===== src/hw/rtl/smtp_reply_parser_defines.svh =====
// Assertion macros shared by the parser RTL.
// Each macro expects clk and rst_n in scope at the point of use.
`ifndef SMTP_REPLY_PARSER_DEFINES_SVH
`define SMTP_REPLY_PARSER_DEFINES_SVH

// Antecedent implies consequent in the same cycle.
`define SRP_ASSERT_SAME(lbl, ante, cons, msg) \
  lbl: assert property (@(posedge clk) disable iff (!rst_n) (ante) |-> (cons)) \
    else $error(msg);

// Antecedent implies consequent in the following cycle.
`define SRP_ASSERT_NEXT(lbl, ante, cons, msg) \
  lbl: assert property (@(posedge clk) disable iff (!rst_n) (ante) |=> (cons)) \
    else $error(msg);

`endif


===== src/hw/rtl/srp_pkg.sv =====
// ----------------------------------------------------------------------------
// SMTP reply parser package
// Types and constants shared by the parser modules.
// ----------------------------------------------------------------------------
`timescale 1ns / 1ps
`default_nettype none

package srp_pkg;

  localparam int unsigned ByteW  = 8;
  localparam int unsigned CodeW  = 10;
  localparam int unsigned CountW = 2;
  localparam int unsigned StateW = 3;
  localparam int unsigned OutDataW = 24;

  // Parser states.
  localparam logic [StateW-1:0] ST_BEGIN  = 3'd0;
  localparam logic [StateW-1:0] ST_CODE   = 3'd1;
  localparam logic [StateW-1:0] ST_LAST   = 3'd2;
  localparam logic [StateW-1:0] ST_MIDDLE = 3'd3;
  localparam logic [StateW-1:0] ST_BAD    = 3'd4;

  // Characters of interest.
  localparam logic [ByteW-1:0] CH_TAB   = 8'h09;
  localparam logic [ByteW-1:0] CH_LF    = 8'h0A;
  localparam logic [ByteW-1:0] CH_CR    = 8'h0D;
  localparam logic [ByteW-1:0] CH_SPACE = 8'h20;
  localparam logic [ByteW-1:0] CH_DASH  = 8'h2D;
  localparam logic [ByteW-1:0] CH_ZERO  = 8'h30;
  localparam logic [ByteW-1:0] CH_NINE  = 8'h39;

  localparam logic [CountW-1:0] MAX_DIGITS = 2'd3;
  localparam logic [CodeW-1:0]  OK_LOW     = 10'd200;
  localparam logic [CodeW-1:0]  OK_HIGH    = 10'd300;

  typedef struct packed {
    logic [ByteW-1:0] text_byte;
    logic             text_valid;
    logic             line_end;
    logic             reply_done;
    logic [CodeW-1:0] reply_code;
    logic             reply_ok;
    logic             line_dropped;
  } res_t;

endpackage

`default_nettype wire


===== src/hw/rtl/srp_in_stage.sv =====
// ----------------------------------------------------------------------------
// SMTP reply parser input stage
// Registers one received byte and hands it to the parser step.
// ----------------------------------------------------------------------------
`timescale 1ns / 1ps
`default_nettype none

module srp_in_stage (
  input  wire logic                     clk,
  input  wire logic                     rst_n,
  input  wire logic                     in_tvalid,
  output logic                          in_tready,
  input  wire logic [srp_pkg::ByteW-1:0] in_tdata,
  input  wire logic                     take,
  output logic                          s1_valid,
  output logic [srp_pkg::ByteW-1:0]     s1_byte
);
  import srp_pkg::*;

  logic             valid_r;
  logic             valid_nxt;
  logic [ByteW-1:0] byte_r;
  logic             load;

  // A new item may enter while the held one leaves in the same cycle.
  assign in_tready = !valid_r || take;
  assign load      = in_tvalid && in_tready;
  assign valid_nxt = load || (valid_r && !take);

  always_ff @(posedge clk) begin
    if (!rst_n) begin
      valid_r <= 1'b0;
    end else begin
      valid_r <= valid_nxt;
    end
  end

  always_ff @(posedge clk) begin
    if (load) begin
      byte_r <= in_tdata;
    end
  end

  assign s1_valid = valid_r;
  assign s1_byte  = byte_r;

endmodule

`default_nettype wire


===== src/hw/rtl/srp_parse.sv =====
// ----------------------------------------------------------------------------
// SMTP reply parser step
// Holds the line state and decodes one byte into one result per step.
// ----------------------------------------------------------------------------
`timescale 1ns / 1ps
`default_nettype none

module srp_parse (
  input  wire logic                      clk,
  input  wire logic                      rst_n,
  input  wire logic                      step_en,
  input  wire logic [srp_pkg::ByteW-1:0] rx_byte,
  output srp_pkg::res_t                  res
);
  import srp_pkg::*;

  `include "smtp_reply_parser_defines.svh"

  logic [StateW-1:0] state_r;
  logic [StateW-1:0] state_nxt;
  logic [CodeW-1:0]  code_r;
  logic [CodeW-1:0]  code_nxt;
  logic [CountW-1:0] count_r;
  logic [CountW-1:0] count_nxt;
  logic              is_digit;
  logic              is_space;
  logic [CodeW-1:0]  digit_val;
  logic [CodeW-1:0]  code_x10;
  logic              done;

  assign is_digit  = (rx_byte >= CH_ZERO) && (rx_byte <= CH_NINE);
  assign is_space  = (rx_byte == CH_SPACE) || ((rx_byte >= CH_TAB) && (rx_byte <= CH_CR));
  assign digit_val = {{(CodeW-4){1'b0}}, 4'(rx_byte - CH_ZERO)};
  // Times ten as two shifts and an add, wrapping at the code width.
  assign code_x10  = {code_r[CodeW-4:0], 3'b000} + {code_r[CodeW-2:0], 1'b0};

  always_comb begin
    state_nxt = state_r;
    code_nxt  = code_r;
    count_nxt = count_r;
    res       = '0;
    done      = 1'b0;
    unique case (state_r)
      ST_CODE: begin
        if (is_digit) begin
          if (count_r == MAX_DIGITS) begin
            code_nxt  = '0;
            count_nxt = '0;
            state_nxt = ST_BAD;
          end else begin
            code_nxt  = code_x10 + digit_val;
            count_nxt = count_r + 2'd1;
          end
        end else if (rx_byte == CH_SPACE || rx_byte == CH_TAB || rx_byte == CH_CR) begin
          state_nxt = ST_LAST;
        end else if (rx_byte == CH_DASH) begin
          state_nxt = ST_MIDDLE;
        end else if (rx_byte == CH_LF) begin
          done      = 1'b1;
          state_nxt = ST_BEGIN;
        end else begin
          state_nxt = ST_BAD;
        end
      end
      ST_LAST, ST_MIDDLE: begin
        if (rx_byte == CH_LF) begin
          res.line_end = 1'b1;
          done         = (state_r == ST_LAST);
          state_nxt    = ST_BEGIN;
        end else begin
          res.text_valid = 1'b1;
          res.text_byte  = rx_byte;
        end
      end
      ST_BAD: begin
        if (rx_byte == CH_CR || rx_byte == CH_LF) begin
          res.line_dropped = 1'b1;
          state_nxt        = ST_BEGIN;
        end
      end
      default: begin
        // Start of line; unused encodings behave the same way.
        if (is_digit) begin
          code_nxt  = digit_val;
          count_nxt = 2'd1;
          state_nxt = ST_CODE;
        end else if (is_space) begin
          state_nxt = ST_BEGIN;
        end else begin
          code_nxt  = '0;
          count_nxt = '0;
          state_nxt = ST_BAD;
        end
      end
    endcase
    res.reply_done = done;
    if (done) begin
      res.reply_code = code_r;
      res.reply_ok   = (code_r >= OK_LOW) && (code_r < OK_HIGH);
    end
  end

  always_ff @(posedge clk) begin
    if (!rst_n) begin
      state_r <= ST_BEGIN;
      code_r  <= '0;
      count_r <= '0;
    end else if (step_en) begin
      state_r <= state_nxt;
      code_r  <= code_nxt;
      count_r <= count_nxt;
    end
  end

  `SRP_ASSERT_NEXT(a_state_holds, !step_en, $stable(state_r) && $stable(code_r),
                   "parser state changed without a byte")
  `SRP_ASSERT_NEXT(a_bad_recovers,
                   step_en && state_r == ST_BAD && (rx_byte == CH_CR || rx_byte == CH_LF),
                   state_r == ST_BEGIN, "dropped line did not return to line start")
  `SRP_ASSERT_NEXT(a_fourth_digit,
                   step_en && state_r == ST_CODE && is_digit && count_r == MAX_DIGITS,
                   state_r == ST_BAD && code_r == '0, "overlong code not rejected")
  `SRP_ASSERT_SAME(a_code_lf_done, step_en && state_r == ST_CODE && rx_byte == CH_LF,
                   res.reply_done && !res.line_end, "code-only reply not reported")

endmodule

`default_nettype wire


===== src/hw/rtl/srp_out_stage.sv =====
// ----------------------------------------------------------------------------
// SMTP reply parser output stage
// Result register that holds one item until the consumer takes it.
// ----------------------------------------------------------------------------
`timescale 1ns / 1ps
`default_nettype none

module srp_out_stage (
  input  wire logic                           clk,
  input  wire logic                           rst_n,
  input  wire logic                           load_req,
  input  wire srp_pkg::res_t                  res,
  output logic                                advance,
  output logic                                out_tvalid,
  input  wire logic                           out_tready,
  output logic [srp_pkg::OutDataW-1:0]        out_tdata,
  output logic                                out_tlast,
  output logic                                out_tuser
);
  import srp_pkg::*;

  logic valid_r;
  logic valid_nxt;
  res_t res_r;
  logic load;

  assign advance   = !valid_r || out_tready;
  assign load      = load_req && advance;
  assign valid_nxt = load || (valid_r && !out_tready);

  always_ff @(posedge clk) begin
    if (!rst_n) begin
      valid_r <= 1'b0;
    end else begin
      valid_r <= valid_nxt;
    end
  end

  always_ff @(posedge clk) begin
    if (load) begin
      res_r <= res;
    end
  end

  assign out_tvalid = valid_r;
  assign out_tlast  = res_r.reply_done;
  assign out_tuser  = res_r.text_valid;
  assign out_tdata  = {3'b000, res_r.line_dropped, res_r.reply_ok, res_r.reply_code,
                       res_r.line_end, res_r.text_byte};

endmodule

`default_nettype wire


===== src/hw/rtl/smtp_reply_parser.sv =====
// Each byte passes the input register, the combinational parser step and the output register.
// One byte per cycle while out_tready stays high; parser state steps once per byte taken.
// in_tready follows out_tready combinationally; while a result waits, one more item
// fits in the input register, after which in_tready drops until the result is taken.
// Reset (rst_n low, synchronous): both stages empty, parser at line start, code and count zero.
// ----------------------------------------------------------------------------
// SMTP reply parser
// Byte-serial parser for SMTP server replies: echoes line text, reports codes.
// ----------------------------------------------------------------------------
`timescale 1ns / 1ps
`default_nettype none

module smtp_reply_parser (
  input  wire logic                      clk,
  input  wire logic                      rst_n,
  input  wire logic                      in_tvalid,
  output logic                           in_tready,
  input  wire logic [srp_pkg::ByteW-1:0] in_tdata,   // [7:0] rx_byte
  output logic                           out_tvalid,
  input  wire logic                      out_tready,
  // [7:0] text_byte, [8] line_end, [18:9] reply_code, [19] reply_ok,
  // [20] line_dropped, [23:21] zero
  output logic [srp_pkg::OutDataW-1:0]   out_tdata,
  output logic                           out_tlast,  // reply_done
  output logic                           out_tuser   // text_valid
);
  import srp_pkg::*;

  logic             s1_valid;
  logic [ByteW-1:0] s1_byte;
  logic             advance;
  logic             take;
  res_t             res;

  assign take = s1_valid && advance;

  srp_in_stage u_in (
    .clk       (clk),
    .rst_n     (rst_n),
    .in_tvalid (in_tvalid),
    .in_tready (in_tready),
    .in_tdata  (in_tdata),
    .take      (take),
    .s1_valid  (s1_valid),
    .s1_byte   (s1_byte)
  );

  srp_parse u_parse (
    .clk     (clk),
    .rst_n   (rst_n),
    .step_en (take),
    .rx_byte (s1_byte),
    .res     (res)
  );

  srp_out_stage u_out (
    .clk        (clk),
    .rst_n      (rst_n),
    .load_req   (s1_valid),
    .res        (res),
    .advance    (advance),
    .out_tvalid (out_tvalid),
    .out_tready (out_tready),
    .out_tdata  (out_tdata),
    .out_tlast  (out_tlast),
    .out_tuser  (out_tuser)
  );

endmodule

`default_nettype wire


===== config.mk =====
export PLATFORM = sky130hd
export DESIGN_NAME = smtp_reply_parser
export DESIGN_NICKNAME = d
export VERILOG_FILES = /design/src/hw/rtl/srp_pkg.sv /design/src/hw/rtl/srp_in_stage.sv /design/src/hw/rtl/srp_parse.sv /design/src/hw/rtl/srp_out_stage.sv /design/src/hw/rtl/smtp_reply_parser.sv
export VERILOG_INCLUDE_DIRS = /design/src /design/src/hw/rtl
export SDC_FILE = /design/constraint.sdc
export NUM_CORES = 1
export LEC_CHECK = 0
export BUFFER_PORTS_ARGS = -buffer_cell sky130_fd_sc_hd__buf_4
export CAP_MARGIN = 10
export CORE_UTILIZATION = 45
export CTS_CLUSTER_DIAMETER = 150
export DETAILED_ROUTE_END_ITERATION = 16
export PLACE_DENSITY = 0.66
export SLEW_MARGIN = 20
export SYNTH_ARGS = -nofsm -noshare
export SYNTH_HDL_FRONTEND = slang
export SYNTH_SLANG_ARGS = --single-unit

===== constraint.sdc =====
create_clock -name clk -period 2.8 [get_ports clk]
set_input_delay 0.56 -clock clk [delete_from_list [all_inputs] [get_ports clk]]
set_output_delay 0.56 -clock clk [all_outputs]
set_load 0.1 [all_outputs]

==> flow_summary_export.csv <==
group,metric,value,unit
run_status,status,"completed",
yosys,yosysWarnings,0,
routing,num_vias,2024,
pwr,p_switching,455.6,uW
clocking,cts_buffers,5,
timing,fin_hold_ws,426.1,ps
yosys,ys_types,55,
timing,hold_viol,0,
die,die_h,78.41,um
yosys,synth_area,2628,sq um
pwr,seqPwrFrac,50.8,%
clocking,clockBufferDepth,2,
routing,drc,0,
routing,wire_per_inst,15.27,um
pwr,power_density,505.4,nW/um^2
yosys,synth_edf_count,31,
final_layout,final_cell_mix,"buf_4 (45), edfxtp_1 (31), and2_1 (19)",
pwr,p_int,1.113,mW
final_layout,antenna_cells,0,
clocking,cts.repair.resized,0,
yosys,ys_seq_elements,48,
pwr,netSwitchingFraction,29.05,%
yosys,async_flop_share,0,%
timing,layout_setup_ws,329.5,ps
clocking,cts_tree,"yes",
routing,dr.pass1.iters,5,
pwr,clkPwrFrac,32.9,%
global_routing,overflow,0,
worst_setup_path,cp_num_buf_inv,2,
place,dp_hpwl,3970,um
place,gp_congestion,0.8991,
timing,slew_violations,0,
clocking,post-cts-setup-buffers,0,
die,core,5574,sq um
final_layout,drive_gt1_share,22.57,%
worst_setup_path,worstPathMaxFanout,5,
global_routing,antenna_found_initial,0,
clocking,cts_root_buffer,"clkbuf_8",
clocking,h-tree-depth,2,
routing,drtAntennaViolNets,0,
pwr,p_leak,1.246,nW
final_layout,syn_to_final_growth,18.10,%
worst_setup_path,cp_top_family,"adder cells",
global_routing,grt.total_usage,19.38,%
timing,max_slew_margin,59.08,%
final_layout,nFillCells,540,
yosys,postSynthCellCount,247,
die,start_util,47.14,%
clocking,cts.sinks,48,
timing,rsz0062_at_grt,"no",
routing,wl,5496,um
pwr,p_comb_share,16.3,%
die,die-area,6148,sq um
timing,fmax,0.4048,GHz
timing,tns,0,ps
clocking,clk_pin_slew,100,ps
die,io_pins,40,
worst_setup_path,slowest_stage,"fa_1",
timing,worstMarginPinSlew,612.4,ps
worst_hold_path,hold_class,"in -> reg",
global_routing,grt_pass1_wl,9128,um
worst_setup_path,max_stage_delay,490,ps
worst_setup_path,path_class,"reg -> reg",
timing,skew,8.145,ps
routing,viasPerCell,5.622,
worst_setup_path,worst_setup_path_end_kind,"flop",
yosys,ys_seq_area_share,48.38,%
die,rows,27,
place,io_buffers,36,
pwr,peakVddDrop,0.0002538,V
timing,post-route-period-util,88.23,%
routing,drt-initial-drc-count,134,
yosys,syn_avg_cell_area,10.64,sq um
clocking,clkLatencyLatePin,300,ps
die,dieWidth,78.41,um
global_routing,grt_pass1_vias,1835,
clocking,hold_buffers,0,
worst_setup_path,arrival,2680,ps
yosys,synth_ff_type,"edfxtp_1",
timing,period_needed,2471,ps
timing,final-setup-viol-count,0,
worst_setup_path,worstPathCellList,"inv_1 -> fa_1 -> inv_1 -> fa_1 -> a21oi_1 -> o211ai_1 -> a21oi_1 -> xnor2_1 -> a31o_2",
place,pre_cts_ws,374.5,ps
final_layout,layout.nets,316,
global_routing,grt_max_degree,24,
worst_setup_path,startpoint_type,"flop",
job,cap_violations,0,
final_layout,layout_commonest_cell,"buf_4",
worst_setup_path,required,3010,ps
[area by class of cell]
class,instances,area [sq um],area share [%]
Sequential cell,48,1271,40.97
Multi-Input combinational cell,176,1247,40.20
Timing Repair Buffer,45,337.8,10.89
Tap cell,72,90.09,2.903
Clock buffer,5,68.82,2.218
Clock inverter,3,46.29,1.492
Inverter,11,41.29,1.331
[per-layer routing]
metal,part of all wire (%),GRT usage [%],vias to the layer above
li1,-,-,988
met2,47,30.18,81
met4,1.1,7.037,0
met5,0,0,-
met3,6.9,4.070,5
met1,45,26.56,950
[state kept, by name, indices dropped and copies added (netlist names)]
signal / cells
u_in.s1_byte: 8
u_in.s1_valid: 1
u_out.out_tdata: 21
u_out.out_tlast: 1
u_out.out_tuser: 1
u_out.out_tvalid: 1
u_parse.code_r: 10
u_parse.count_r: 2
u_parse.state_r: 3
[Yosys cell counts, drive strengths merged, types with 2 or more instances]
| cell type | number | share of area [%] |
|---|---|---|
| o21bai | 2 | 0.57 |
| nor4b | 2 | 0.67 |
| nand4 | 11 | 2.6 |
| a31o | 2 | 0.67 |
| o2111ai | 2 | 0.67 |
| and2 | 20 | 4.8 |
| or3b | 3 | 1.1 |
| nand2 | 11 | 1.6 |
| or3 | 3 | 0.71 |
| fa | 2 | 1.5 |
| a31oi | 2 | 0.48 |
| o21ai | 10 | 1.9 |
| dfxtp | 17 | 13 |
| edfxtp | 31 | 35 |
| xor2 | 4 | 1.3 |
| nand3 | 7 | 1.3 |
| clkbuf | 5 | 0.71 |
| nand2b | 5 | 1.2 |
| a21oi | 16 | 3.0 |
| nor3b | 3 | 0.86 |
| nor2b | 2 | 0.48 |
| a211oi | 4 | 1.8 |
| nor3 | 9 | 1.7 |
| xnor2 | 4 | 1.3 |
| o211ai | 4 | 1.1 |
| o21a | 2 | 0.57 |
| ha | 15 | 7.1 |
| nor4 | 2 | 0.48 |
| buf | 9 | 2.4 |
| inv | 11 | 1.6 |
| nor2 | 11 | 1.6 |
[metrics by stage]
step / power (mW) / cell area, sq um / utilization [%] / instances
after detailed placement: 1.067 / 2983 / 53.51 / 352
after CTS: 1.583 / 3098 / 55.58 / 360
after floorplan: 1.005 / 2635 / - / 249
after global placement: 1.066 / 2983 / 53.51 / 352
after global routing: 1.624 / 3103 / 55.67 / 360
final: 1.568 / 3103 / 55.67 / 360
[power groups by stage]
stage / Clock [mW] / Sequential [mW] / Combinational, mW
floorplan: 0 / 0.893 / 0.112
global placement: 0 / 0.813 / 0.253
detailed placement: 0 / 0.813 / 0.254
CTS: 0.532 / 0.797 / 0.254
global route: 0.553 / 0.800 / 0.270
finish: 0.517 / 0.797 / 0.255
[worst paths after layout]
path,startpoint,endpoint,slack [ps],depth (start not counted)
min,in_tdata[6],u_in.s1_byte[6]$_DFFE_PP_,430,1
max,u_parse.code_r[2]$_SDFFE_PN0P_,u_parse.code_r[8]$_SDFFE_PN0P_,330,9
min reg2reg,u_parse.count_r[1]$_SDFFE_PN0P_,u_parse.count_r[1]$_SDFFE_PN0P_,490,2
max reg2reg,u_parse.code_r[2]$_SDFFE_PN0P_,u_parse.code_r[8]$_SDFFE_PN0P_,330,9
[logic make-up (layout without fill, tap and decap cells)]
family	count (synthesis)	count (layout)	synth area share [%]
AND/OR/NAND/NOR	93	93	20.57
AO/OA/AOI/OAI	54	54	14.48
flip-flops	48	48	48.38
buffers and inverters	25	64	4.714
adder cells (fa/ha/maj)	17	17	8.667
XOR/XNOR	8	8	2.666
other	1	3	0.1427
multiplexers	1	1	0.3810
Note: power is estimated with default switching activity, not from simulation.
